## src/rtl/dtq_pkg.sv

```systemverilog
// Types, codes and helpers for the deadline timer queue.
// No dependencies; imported by every module of the block.
package dtq_pkg;

   localparam int DL_W      = 48;
   localparam int IV_W      = 32;
   localparam int MAX_OUT   = 16;
   localparam int CNT_W     = 5;
   localparam int OUT_IDX_W = 4;
   localparam logic [DL_W-1:0] MAX_DL = {DL_W{1'b1}};

   localparam logic [1:0] MODE_ADD     = 2'd0;
   localparam logic [1:0] MODE_CANCEL  = 2'd1;
   localparam logic [1:0] MODE_REFRESH = 2'd2;
   localparam logic [1:0] MODE_TICK    = 2'd3;

   typedef enum logic [1:0] {
      SCAN_EARLY,
      SCAN_BEST,
      SCAN_APPLY,
      SCAN_WAIT
   } scan_kind_type;

   typedef enum logic [2:0] {
      PUSH_NONE,
      PUSH_ADD,
      PUSH_FULL,
      PUSH_TGT_OK,
      PUSH_TGT_BAD,
      PUSH_EXP,
      PUSH_EMPTY
   } push_type;

   typedef struct packed {
      logic [1:0]      mode;
      logic [IV_W-1:0] period_ms;
      logic            repeat_req;
      logic [3:0]      target_slot;
   } dtq_req_type;

   typedef struct packed {
      logic            status;
      logic [3:0]      slot_number;
      logic            expired;
      logic            new_earliest;
      logic [DL_W-1:0] wait_ms;
      logic            last;
   } dtq_rsp_type;

   // one buffered result, wait value is attached at output time
   typedef struct packed {
      logic       status;
      logic [3:0] slot;
      logic       expired;
      logic       early;
   } entry_type;

   typedef struct packed {
      logic          latch;
      logic          add_prep;
      logic          add_commit;
      logic          cancel_commit;
      logic          ref_commit;
      logic          tick_prep;
      logic          best_commit;
      logic          scan_start;
      scan_kind_type scan_kind;
      push_type      push;
      logic          wait_calc;
      logic          out_adv;
   } cmd_type;

   typedef struct packed {
      logic [1:0] mode;
      logic       full;
      logic       tgt_ok;
      logic       scan_done;
      logic       found;
      logic       buf_near_full;
      logic       buf_empty;
      logic       out_last;
   } sts_type;

   // now + interval, clamped to the largest deadline
   function automatic logic [DL_W-1:0] sat_add(input logic [DL_W-1:0] a,
                                               input logic [IV_W-1:0] b);
      logic [DL_W:0] s;
      s = {1'b0, a} + {{(DL_W + 1 - IV_W){1'b0}}, b};
      return s[DL_W] ? MAX_DL : s[DL_W-1:0];
   endfunction

endpackage

```

## src/rtl/dtq_controller.sv

```systemverilog
// Sequencer of the timer queue: walks each transaction through its steps.
// Depends on dtq_pkg; drives dtq_datapath by command and status structs.
module dtq_controller
   import dtq_pkg::*;
(
   input  logic    clock,
   input  logic    reset,
   input  logic    req_valid,
   input  logic    rsp_stall,
   input  sts_type sts,
   output cmd_type cmd,
   output logic    req_stall,
   output logic    rsp_valid
);

   typedef enum logic [3:0] {
      ST_IDLE,
      ST_DECODE,
      ST_ADD_SCAN,
      ST_ADD_WAIT,
      ST_ADD_WR,
      ST_REF_WR,
      ST_TICK_SCAN,
      ST_TICK_WAIT,
      ST_TICK_DEC,
      ST_APPLY_SCAN,
      ST_APPLY_WAIT,
      ST_WAIT_SCAN,
      ST_WAIT_WAIT,
      ST_WAIT_CALC,
      ST_OUT
   } state_type;

   state_type state_ff;
   logic      req_stall_ff;
   logic      rsp_valid_ff;

   assign req_stall = req_stall_ff;
   assign rsp_valid = rsp_valid_ff;

   // command decode
   always_comb begin
      cmd = '0;
      case (state_ff)
         ST_IDLE: begin
            cmd.latch = req_valid;
         end
         ST_DECODE: begin
            case (sts.mode)
               MODE_ADD: begin
                  if (sts.full) begin
                     cmd.push = PUSH_FULL;
                  end else begin
                     cmd.add_prep = 1'b1;
                  end
               end
               MODE_CANCEL: begin
                  if (sts.tgt_ok) begin
                     cmd.cancel_commit = 1'b1;
                     cmd.push          = PUSH_TGT_OK;
                  end else begin
                     cmd.push = PUSH_TGT_BAD;
                  end
               end
               MODE_REFRESH: begin
                  if (!sts.tgt_ok) begin
                     cmd.push = PUSH_TGT_BAD;
                  end
               end
               default: begin
                  cmd.tick_prep = 1'b1;
               end
            endcase
         end
         ST_ADD_SCAN: begin
            cmd.scan_start = 1'b1;
            cmd.scan_kind  = SCAN_EARLY;
         end
         ST_ADD_WR: begin
            cmd.add_commit = 1'b1;
            cmd.push       = PUSH_ADD;
         end
         ST_REF_WR: begin
            cmd.ref_commit = 1'b1;
            cmd.push       = PUSH_TGT_OK;
         end
         ST_TICK_SCAN: begin
            cmd.scan_start = 1'b1;
            cmd.scan_kind  = SCAN_BEST;
         end
         ST_TICK_DEC: begin
            if (sts.found) begin
               cmd.best_commit = 1'b1;
               cmd.push        = PUSH_EXP;
            end
         end
         ST_APPLY_SCAN: begin
            cmd.scan_start = 1'b1;
            cmd.scan_kind  = SCAN_APPLY;
         end
         ST_APPLY_WAIT: begin
            if (sts.scan_done && sts.buf_empty) begin
               cmd.push = PUSH_EMPTY;
            end
         end
         ST_WAIT_SCAN: begin
            cmd.scan_start = 1'b1;
            cmd.scan_kind  = SCAN_WAIT;
         end
         ST_WAIT_CALC: begin
            cmd.wait_calc = 1'b1;
         end
         ST_OUT: begin
            cmd.out_adv = !rsp_stall;
         end
         default: begin
            cmd = '0;
         end
      endcase
   end

   // state and handshake outputs
   always_ff @(posedge clock) begin
      if (reset) begin
         state_ff     <= ST_IDLE;
         req_stall_ff <= 1'b0;
         rsp_valid_ff <= 1'b0;
      end else begin
         case (state_ff)
            ST_IDLE: begin
               if (req_valid) begin
                  state_ff     <= ST_DECODE;
                  req_stall_ff <= 1'b1;
               end
            end
            ST_DECODE: begin
               case (sts.mode)
                  MODE_ADD: begin
                     state_ff <= sts.full ? ST_WAIT_SCAN : ST_ADD_SCAN;
                  end
                  MODE_CANCEL: begin
                     state_ff <= ST_WAIT_SCAN;
                  end
                  MODE_REFRESH: begin
                     state_ff <= sts.tgt_ok ? ST_REF_WR : ST_WAIT_SCAN;
                  end
                  default: begin
                     state_ff <= ST_TICK_SCAN;
                  end
               endcase
            end
            ST_ADD_SCAN: begin
               state_ff <= ST_ADD_WAIT;
            end
            ST_ADD_WAIT: begin
               if (sts.scan_done) begin
                  state_ff <= ST_ADD_WR;
               end
            end
            ST_ADD_WR: begin
               state_ff <= ST_WAIT_SCAN;
            end
            ST_REF_WR: begin
               state_ff <= ST_WAIT_SCAN;
            end
            ST_TICK_SCAN: begin
               state_ff <= ST_TICK_WAIT;
            end
            ST_TICK_WAIT: begin
               if (sts.scan_done) begin
                  state_ff <= ST_TICK_DEC;
               end
            end
            ST_TICK_DEC: begin
               if (sts.found && !sts.buf_near_full) begin
                  state_ff <= ST_TICK_SCAN;
               end else begin
                  state_ff <= ST_APPLY_SCAN;
               end
            end
            ST_APPLY_SCAN: begin
               state_ff <= ST_APPLY_WAIT;
            end
            ST_APPLY_WAIT: begin
               if (sts.scan_done) begin
                  state_ff <= ST_WAIT_SCAN;
               end
            end
            ST_WAIT_SCAN: begin
               state_ff <= ST_WAIT_WAIT;
            end
            ST_WAIT_WAIT: begin
               if (sts.scan_done) begin
                  state_ff <= ST_WAIT_CALC;
               end
            end
            ST_WAIT_CALC: begin
               state_ff     <= ST_OUT;
               rsp_valid_ff <= 1'b1;
            end
            ST_OUT: begin
               if (!rsp_stall && sts.out_last) begin
                  state_ff     <= ST_IDLE;
                  rsp_valid_ff <= 1'b0;
                  req_stall_ff <= 1'b0;
               end
            end
            default: begin
               state_ff <= ST_IDLE;
            end
         endcase
      end
   end

endmodule

```

## src/rtl/dtq_datapath.sv

```systemverilog
// Datapath of the timer queue: slot memory, armed flags, scan engine,
// clock count and result buffer. Depends on dtq_pkg.
module dtq_datapath
   import dtq_pkg::*;
#(
   parameter int SLOTS = 16
)
(
   input  logic        clock,
   input  logic        reset,
   input  dtq_req_type req_data,
   input  cmd_type     cmd,
   output sts_type     sts,
   output dtq_rsp_type rsp_data
);

   localparam int SW = (SLOTS > 1) ? $clog2(SLOTS) : 1;
   localparam int CW = $clog2(SLOTS + 1);

   // latched transaction and time
   dtq_req_type     req_ff;
   logic [DL_W-1:0] now_ff;

   // slot state
   logic [SLOTS-1:0] armed_ff;
   logic [SLOTS-1:0] rep_ff;
   logic [DL_W-1:0]  dl_mem [SLOTS];
   logic [IV_W-1:0]  iv_mem [SLOTS];
   logic             pr_mem [SLOTS];
   logic [DL_W-1:0]  rd_dl_ff;
   logic [IV_W-1:0]  rd_iv_ff;
   logic             rd_pr_ff;

   // scan engine
   logic            busy_ff;
   logic [CW-1:0]   addr_ff;
   logic            dv_ff;
   logic [SW-1:0]   didx_ff;
   scan_kind_type   kind_ff;
   logic            early_ff;
   logic            found_ff;
   logic [DL_W-1:0] best_dl_ff;
   logic [SW-1:0]   best_idx_ff;

   // add bookkeeping and output
   logic [SW-1:0]   new_slot_ff;
   logic [DL_W-1:0] new_dl_ff;
   logic [DL_W-1:0] wait_ff;
   entry_type       buf_ff [MAX_OUT];
   logic [CNT_W-1:0] n_ff;
   logic [OUT_IDX_W-1:0] oidx_ff;

   logic [SW-1:0]   free_idx;
   logic            full;
   logic [SW-1:0]   tgt_idx;
   logic            tgt_ok;
   logic [SW-1:0]   rd_addr;
   logic            issue;
   logic            scan_done;
   logic            armed_e;
   logic            before_new;
   logic            due;
   logic            better;
   logic [DL_W-1:0] resched;
   logic            apply_hit;
   logic            wr_en;
   logic [SW-1:0]   wr_addr;
   logic [DL_W-1:0] wr_dl;
   entry_type       entry_in;

   // lowest free slot
   always_comb begin
      free_idx = '0;
      for (int i = SLOTS - 1; i >= 0; i--) begin
         if (!armed_ff[i]) begin
            free_idx = SW'(i);
         end
      end
   end

   assign full    = &armed_ff;
   assign tgt_idx = SW'(req_ff.target_slot);
   assign tgt_ok  = (32'(req_ff.target_slot) < SLOTS) && armed_ff[tgt_idx];

   // scan element evaluation
   assign rd_addr    = busy_ff ? addr_ff[SW-1:0] : tgt_idx;
   assign issue      = busy_ff && (addr_ff < CW'(SLOTS));
   assign scan_done  = dv_ff && (didx_ff == SW'(SLOTS - 1));
   assign armed_e    = armed_ff[didx_ff];
   assign before_new = (new_dl_ff < rd_dl_ff) ||
                       ((new_dl_ff == rd_dl_ff) && (new_slot_ff > didx_ff));
   assign due        = armed_e && !rep_ff[didx_ff] && (rd_dl_ff <= now_ff);
   assign better     = !found_ff || (rd_dl_ff < best_dl_ff) ||
                       ((rd_dl_ff == best_dl_ff) && (didx_ff > best_idx_ff));
   assign resched    = sat_add(now_ff, rd_iv_ff);
   assign apply_hit  = dv_ff && (kind_ff == SCAN_APPLY) && rep_ff[didx_ff];

   // deadline write port
   always_comb begin
      wr_en   = 1'b0;
      wr_addr = new_slot_ff;
      wr_dl   = new_dl_ff;
      if (cmd.add_commit) begin
         wr_en = 1'b1;
      end else if (cmd.ref_commit) begin
         wr_en   = 1'b1;
         wr_addr = tgt_idx;
         wr_dl   = resched;
      end else if (apply_hit && rd_pr_ff) begin
         wr_en   = 1'b1;
         wr_addr = didx_ff;
         wr_dl   = resched;
      end
   end

   // slot memory
   always_ff @(posedge clock) begin
      if (wr_en) begin
         dl_mem[wr_addr] <= wr_dl;
      end
      if (cmd.add_commit) begin
         iv_mem[new_slot_ff] <= req_ff.period_ms;
         pr_mem[new_slot_ff] <= req_ff.repeat_req;
      end
      rd_dl_ff <= dl_mem[rd_addr];
      rd_iv_ff <= iv_mem[rd_addr];
      rd_pr_ff <= pr_mem[rd_addr];
   end

   // armed flags, report mask and time
   always_ff @(posedge clock) begin
      if (reset) begin
         armed_ff <= '0;
         rep_ff   <= '0;
         now_ff   <= '0;
      end else begin
         if (cmd.add_commit) begin
            armed_ff[new_slot_ff] <= 1'b1;
         end
         if (cmd.cancel_commit) begin
            armed_ff[tgt_idx] <= 1'b0;
         end
         if (apply_hit && !rd_pr_ff) begin
            armed_ff[didx_ff] <= 1'b0;
         end
         if (cmd.tick_prep) begin
            rep_ff <= '0;
            if (now_ff != MAX_DL) begin
               now_ff <= now_ff + 1'b1;
            end
         end
         if (cmd.best_commit) begin
            rep_ff[best_idx_ff] <= 1'b1;
         end
      end
   end

   // scan sequencing: one slot read per cycle, the read data registered before it is checked
   always_ff @(posedge clock) begin
      if (reset) begin
         busy_ff <= 1'b0;
         dv_ff   <= 1'b0;
      end else begin
         dv_ff <= issue;
         if (cmd.scan_start) begin
            busy_ff <= 1'b1;
         end else if (busy_ff && !issue) begin
            busy_ff <= 1'b0;
         end
      end
   end

   always_ff @(posedge clock) begin
      didx_ff <= addr_ff[SW-1:0];
      if (cmd.scan_start) begin
         addr_ff  <= '0;
         kind_ff  <= cmd.scan_kind;
         found_ff <= 1'b0;
         early_ff <= 1'b1;
      end else begin
         if (issue) begin
            addr_ff <= addr_ff + 1'b1;
         end
         if (dv_ff) begin
            case (kind_ff)
               SCAN_EARLY: begin
                  if (armed_e && (didx_ff != new_slot_ff) && !before_new) begin
                     early_ff <= 1'b0;
                  end
               end
               SCAN_BEST: begin
                  if (due && better) begin
                     found_ff    <= 1'b1;
                     best_dl_ff  <= rd_dl_ff;
                     best_idx_ff <= didx_ff;
                  end
               end
               SCAN_WAIT: begin
                  if (armed_e && (!found_ff || (rd_dl_ff < best_dl_ff))) begin
                     found_ff   <= 1'b1;
                     best_dl_ff <= rd_dl_ff;
                  end
               end
               default: begin
                  found_ff <= found_ff;
               end
            endcase
         end
      end
   end

   // add preparation and wait computation
   always_ff @(posedge clock) begin
      if (cmd.add_prep) begin
         new_slot_ff <= free_idx;
         new_dl_ff   <= sat_add(now_ff, req_ff.period_ms);
      end
      if (cmd.wait_calc) begin
         if (!found_ff) begin
            wait_ff <= MAX_DL;
         end else if (best_dl_ff <= now_ff) begin
            wait_ff <= '0;
         end else begin
            wait_ff <= best_dl_ff - now_ff;
         end
      end
      if (cmd.latch) begin
         req_ff <= req_data;
      end
   end

   // result entry selection
   always_comb begin
      entry_in = '0;
      case (cmd.push)
         PUSH_FULL: begin
            entry_in.status = 1'b1;
         end
         PUSH_ADD: begin
            entry_in.slot  = 4'(new_slot_ff);
            entry_in.early = early_ff;
         end
         PUSH_TGT_OK: begin
            entry_in.slot = req_ff.target_slot;
         end
         PUSH_TGT_BAD: begin
            entry_in.status = 1'b1;
            entry_in.slot   = req_ff.target_slot;
         end
         PUSH_EXP: begin
            entry_in.slot    = 4'(best_idx_ff);
            entry_in.expired = 1'b1;
         end
         default: begin
            entry_in = '0;
         end
      endcase
   end

   // result buffer
   always_ff @(posedge clock) begin
      if (cmd.push != PUSH_NONE) begin
         buf_ff[n_ff[OUT_IDX_W-1:0]] <= entry_in;
      end
   end

   always_ff @(posedge clock) begin
      if (reset) begin
         n_ff    <= '0;
         oidx_ff <= '0;
      end else if (cmd.latch) begin
         n_ff    <= '0;
         oidx_ff <= '0;
      end else begin
         if (cmd.push != PUSH_NONE) begin
            n_ff <= n_ff + 1'b1;
         end
         if (cmd.out_adv) begin
            oidx_ff <= oidx_ff + 1'b1;
         end
      end
   end

   // result and status
   always_comb begin
      rsp_data.status       = buf_ff[oidx_ff].status;
      rsp_data.slot_number  = buf_ff[oidx_ff].slot;
      rsp_data.expired      = buf_ff[oidx_ff].expired;
      rsp_data.new_earliest = buf_ff[oidx_ff].early;
      rsp_data.wait_ms      = wait_ff;
      rsp_data.last         = ({1'b0, oidx_ff} == (n_ff - 1'b1));
   end

   always_comb begin
      sts.mode          = req_ff.mode;
      sts.full          = full;
      sts.tgt_ok        = tgt_ok;
      sts.scan_done     = scan_done;
      sts.found         = found_ff;
      sts.buf_near_full = (n_ff == CNT_W'(MAX_OUT - 1));
      sts.buf_empty     = (n_ff == '0);
      sts.out_last      = rsp_data.last;
   end

endmodule

```

## src/rtl/deadline_timer_queue_unit.sv

```systemverilog
// Top level of the deadline timer queue.
// Depends on dtq_pkg, dtq_controller and dtq_datapath.
//
// Keeps SLOTS one-shot or periodic timers against a millisecond count and
// serves one transaction at a time: add, cancel, refresh or tick. Each slot
// pass reads the slot memory through its single read port, one slot per
// cycle. Cancel and refresh run one wait pass, add an early-check pass and
// a wait pass, and a tick that reports k timers k+1 search passes, each with
// its decision step, then an apply pass and a wait pass; one search pass
// fewer when all sixteen result places fill. Results then go out in order,
// held while rsp_stall is high. While a transaction is in work or its
// results wait, req_stall stays high. After reset no timer is armed and the
// count is zero; no clearing pass is needed.
module deadline_timer_queue_unit
   import dtq_pkg::*;
#(
   parameter int SLOTS = 16
)
(
   input  logic        clock,
   input  logic        reset,
   input  logic        req_valid,
   output logic        req_stall,
   input  dtq_req_type req_data,
   output logic        rsp_valid,
   input  logic        rsp_stall,
   output dtq_rsp_type rsp_data
);

   cmd_type cmd;
   sts_type sts;

   // sequencer
   dtq_controller u_ctrl (
      .clock     (clock),
      .reset     (reset),
      .req_valid (req_valid),
      .rsp_stall (rsp_stall),
      .sts       (sts),
      .cmd       (cmd),
      .req_stall (req_stall),
      .rsp_valid (rsp_valid)
   );

   // storage and arithmetic
   dtq_datapath #(
      .SLOTS (SLOTS)
   ) u_dp (
      .clock    (clock),
      .reset    (reset),
      .req_data (req_data),
      .cmd      (cmd),
      .sts      (sts),
      .rsp_data (rsp_data)
   );

endmodule

```

## config.mk

```make
export PLATFORM = sky130hd
export DESIGN_NAME = deadline_timer_queue_unit
export DESIGN_NICKNAME = d
export VERILOG_FILES = /design/src/rtl/dtq_pkg.sv /design/src/rtl/dtq_controller.sv /design/src/rtl/dtq_datapath.sv /design/src/rtl/deadline_timer_queue_unit.sv
export SDC_FILE = /design/constraint.sdc
export NUM_CORES = 2
export LEC_CHECK = 0
export BUFFER_PORTS_ARGS = -buffer_cell sky130_fd_sc_hd__buf_2
export CELL_PAD_IN_SITES_DETAIL_PLACEMENT = 1
export CELL_PAD_IN_SITES_GLOBAL_PLACEMENT = 2
export CORE_MARGIN = 8
export CORE_UTILIZATION = 47
export CTS_CLUSTER_SIZE = 28
export DETAILED_ROUTE_END_ITERATION = 7
export GPL_TIMING_DRIVEN = 1
export HOLD_SLACK_MARGIN = 0.03
export PLACE_DENSITY_LB_ADDON = 0.1
export SYNTH_ARGS = -nofsm -noshare
export SYNTH_HDL_FRONTEND = slang
export SYNTH_SLANG_ARGS = --single-unit
export TNS_END_PERCENT = 100
```

## constraint.sdc

```tcl
create_clock -name clock -period 7.55 [get_ports clock]
set_input_delay 1.1325 -clock clock [delete_from_list [all_inputs] [get_ports clock]]
set_output_delay 1.1325 -clock clock [all_outputs]
set_load 0.01 [all_outputs]
```

==> results.py <==
metrics = {
    "global_route": {
        "grt-ovfl-total": 0,
        "grt_max_degree": 106,
        "grt_pass1_wl_mm": 328,
        "antenna_found_initial": 7,
        "grt.total_usage": 0.247,
        "grt_pass1_vias": 47285,
    },
    "yosys": {
        "synth.distinct_cells": 83,
        "syn_area_per_cell_um2": 15.5,
        "yosys-mux-area-fraction": 0.109,
        "synthAdderAreaFrac": 0.0453,
        "synth_xor_area_frac": 0.0181,
        "async_reset_ff_frac": 0,
        "syn_area_mm2": 0.0779,
        "yosysTopAreaCell": "edfxtp_1",
        "ys_seq_area_frac": 0.667,
        "yosys_warnings": 0,
        "synth_edf_count": 1601,
        "ys_seq_elements": 1794,
        "synth_cells": 5028,
        "ys.flop_type": "edfxtp_1",
        "synth_top_family_by_area": "multiplexers",
        "yosysTopAreaCellShare": 0.617,
        "synth.area.top_cells": "edfxtp_1, mux4_2, dfxtp_1, ha_1, nand2_1",
        "synth-compound-area-share": 0.0724,
        "yosys.area_share.simple": 0.0665,
        "synth_nets": 5351,
    },
    "sta": {
        "whs_ps": 443,
        "fin_crit_sh": 0.724,
        "rsz0062_at_grt": "no",
        "setup_viol": 0,
        "period_minus_slack_ps": 5470,
        "finalHoldViolations": 0,
        "tightestPinTransition_ps": 1370,
        "slew_headroom": 0.0856,
        "setup_tns_ps": 0,
        "final-max-slew-violation-count": 0,
        "clock_skew_ps": 22.9,
        "fmax_mhz": 183,
    },
    "clock_tree": {
        "clock_latency_ps": 840,
        "postCtsHoldBufs": 0,
        "cts_tree": "yes",
        "clockBufferDepth": 3,
        "ctsResizeCount": 0,
        "clock-sinks": 1794,
        "cts_made_buffers": 188,
        "cts_root_buf": "clkbuf_16",
        "cts_max_level": 4,
        "post_cts.repair.setup_buffers": 0,
        "path_clk_slew_ps": 60,
    },
    "drt": {
        "vias_per_cell": 6.07,
        "drt-wirelength-per-cell_um": 29.9,
        "wl_met1_mm": 102,
        "ant_nets": 0,
        "drt-pass1-iter-count": 5,
        "totalWireLength_mm": 226,
        "wl_met2_mm": 106,
        "num_vias": 45812,
        "highest_layer": "met4",
        "drc_errors": 0,
        "wl_met3_mm": 12.5,
        "drt-initial-drc-count": 4391,
    },
    "floorplanning": {
        "core_area_mm2": 0.165,
        "die_w_um": 423,
        "ios": 101,
        "die_area_mm2": 0.179,
        "die_y_um": 423,
        "row_count": 149,
        "start_util": 0.473,
    },
    "critical_path": {
        "path_max_fanout": 16,
        "startpoint_type": "register",
        "worst-setup-path-type": "register to register",
        "crit_arrival_ps": 5900,
        "ff2ff_setup_slack_ps": 2080,
        "crit_path_end_kind": "register",
        "ff2ff_path_depth": 11,
        "reg2reg_from": "u_dp.now_ff[1]",
        "worstPathRequired_ps": 7980,
        "regToRegEndpoint": "u_dp.dl_mem[10][45]",
    },
    "placed_design": {
        "dp_hpwl_mm": 148,
        "place_area_mm2": 0.0815,
        "io_buffers": 100,
        "globalplace.congestion": 0.878,
        "dp.cells": 7193,
    },
    "layout": {
        "syn2layout_area_growth_pct": 12.4,
        "fill_cells": 15567,
        "nNetsFinal": 5519,
        "fin_cells": 7546,
        "final_area_mm2": 0.0876,
        "drive_gt1_frac": 0.170,
    },
    "status": {
        "status": "finished clean",
    },
    "worst_hold_path": {
        "whs_path_depth": 1,
        "hold_end": "u_dp.early_ff",
        "worstHoldStart": "u_dp.early_ff",
        "min_path_type": "register to register",
    },
    "pwr": {
        "powerDensity_mw_per_mm2": 330,
        "p_leak_uw": 0.0295,
        "ir_drop_mv": 0.260,
    },
    "flow_run": {
        "maxCapViolations": 0,
    },
}
-- worst max path at each step --
stage	from	to	slack [ps]	cells after the start
floorplan	u_dp.didx_ff[0]	u_dp.best_dl_ff[0]	1280	8
global placement	u_dp.didx_ff[0]	u_dp.dl_mem[4][41]	2240	11
detailed placement	u_dp.didx_ff[0]	u_dp.dl_mem[4][45]	2210	11
CTS	u_dp.now_ff[1]	u_dp.dl_mem[10][45]	2170	11
global route	u_dp.didx_ff[0]	u_dp.dl_mem[4][33]	1910	11
finish	u_dp.now_ff[1]	u_dp.dl_mem[10][45]	2080	11
-- cells by family after synthesis --
logic type	count (synthesis)
fa+ha+maj	280
buf+inv	434
simple gates	1092
compound gates	885
mux	382
xor+xnor	161
flops	1794
-- critical path, cell delays in order, from the launching register on --
cell and delay (ps):
dfxtp_1 480, ha_1 300, a21oi_1 220, nor2_1 110, o31ai_1 490, o21ai_0 340
a31oi_1 500, o21ai_1 290, a2111oi_4 910, nor3_1 170, xnor2_1 180, a21oi_1 1040
-- stage by stage --
| stage | utilization | power, uW | worst slack [ps] |
|---|---|---|---|
| 3_5_place_dp | 0.494 | 20000 | 2210 |
| 5_1_grt | 0.531 | 30000 | 1910 |
| 4_1_cts | 0.531 | 29100 | 2170 |
| 3_3_place_gp | 0.494 | 19800 | 2240 |
| 6_report | 0.531 | 28900 | 2080 |
| 2_1_floorplan | - | 17100 | 1280 |
-- metal layers --
metal	global-route usage	vias to the layer above
met5	0	-
met4	0.0594	0
met3	0.0350	256
met2	0.397	1345
met1	0.360	24191
li1	-	20020
-- synthesized netlist by cell type (all sizes together) (8+ instances only) --
cell,instances
a32oi,12
nand4,70
xnor2,111
o31ai,14
nor3,60
nand2b,31
o211ai,14
edfxtp,1601
and4,15
o21a,17
and2,93
nor4,15
o21ai,181
or3,17
a31oi,106
mux4,374
inv,216
a21o,74
buf,64
a211oi,99
and3,24
ha,277
o22a,8
or2,13
o21bai,13
a21oi,243
a311oi,11
clkbuf,153
a22oi,10
nand2,347
nand3,64
nor2,290
o221ai,12
dfxtp,193
xor2,50
nor2b,34
a21boi,8
-- where the power goes --
group | internal [uW] | total (uW) | switching, uW
registers | 11800 | 12700 | 913
logic | 2810 | 6990 | 4180
clock network | 5230 | 9130 | 3890
-- cell usage in the layout (no fill, tap or decap), types with 22 or more instances in the layout --
cell,count
nor2_1,261
inv_1,216
nand2_1,343
buf_4,83
a21oi_1,235
clkbuf_1,51
a21o_1,74
nand4_1,69
a31oi_1,106
and3_1,22
ha_1,277
xor2_1,50
nor3_1,55
clkbuf_16,191
nor2b_1,34
buf_2,100
nand3_1,64
edfxtp_1,1601
clkinv_2,26
nor2_4,29
and2_1,91
o21ai_0,177
nand2b_1,31
mux4_2,374
dfxtp_1,191
a211oi_1,98
clkinv_1,40
xnor2_1,111
-- cell type report --
cell class              count  area (um^2)  share of cell area
clock inverters            98          955              0.0109
inverters                 217          815             0.00930
diodes                      1         2.50           0.0000286
clock buffers             252         5110              0.0584
multi-input cells        2800        24600               0.281
repair buffers            195         1360              0.0155
flip-flops and latches   1794        51900               0.593
well taps                2189         2740              0.0313
-- flip-flops by register name, indices dropped and copies added (netlist names), 2 cells and up, named ones only --
| signal | flops |
|---|---|
| u_ctrl.state_ff | 4 |
| u_dp.addr_ff | 5 |
| u_dp.armed_ff | 16 |
| u_dp.best_dl_ff | 48 |
| u_dp.best_idx_ff | 4 |
| u_dp.buf_ff | 112 |
| u_dp.didx_ff | 4 |
| u_dp.dl_mem | 768 |
| u_dp.iv_mem | 512 |
| u_dp.kind_ff | 2 |
| u_dp.n_ff | 5 |
| u_dp.new_dl_ff | 48 |
| u_dp.new_slot_ff | 4 |
| u_dp.now_ff | 48 |
| u_dp.oidx_ff | 4 |
| u_dp.pr_mem | 16 |
| u_dp.rd_dl_ff | 48 |
| u_dp.rd_iv_ff | 32 |
| u_dp.rep_ff | 16 |
| u_dp.req_ff | 33 |
| u_dp.sts | 2 |
| u_dp.tgt_idx | 4 |
| u_dp.wait_ff | 48 |
Note: power is estimated with default switching activity, not from simulation.
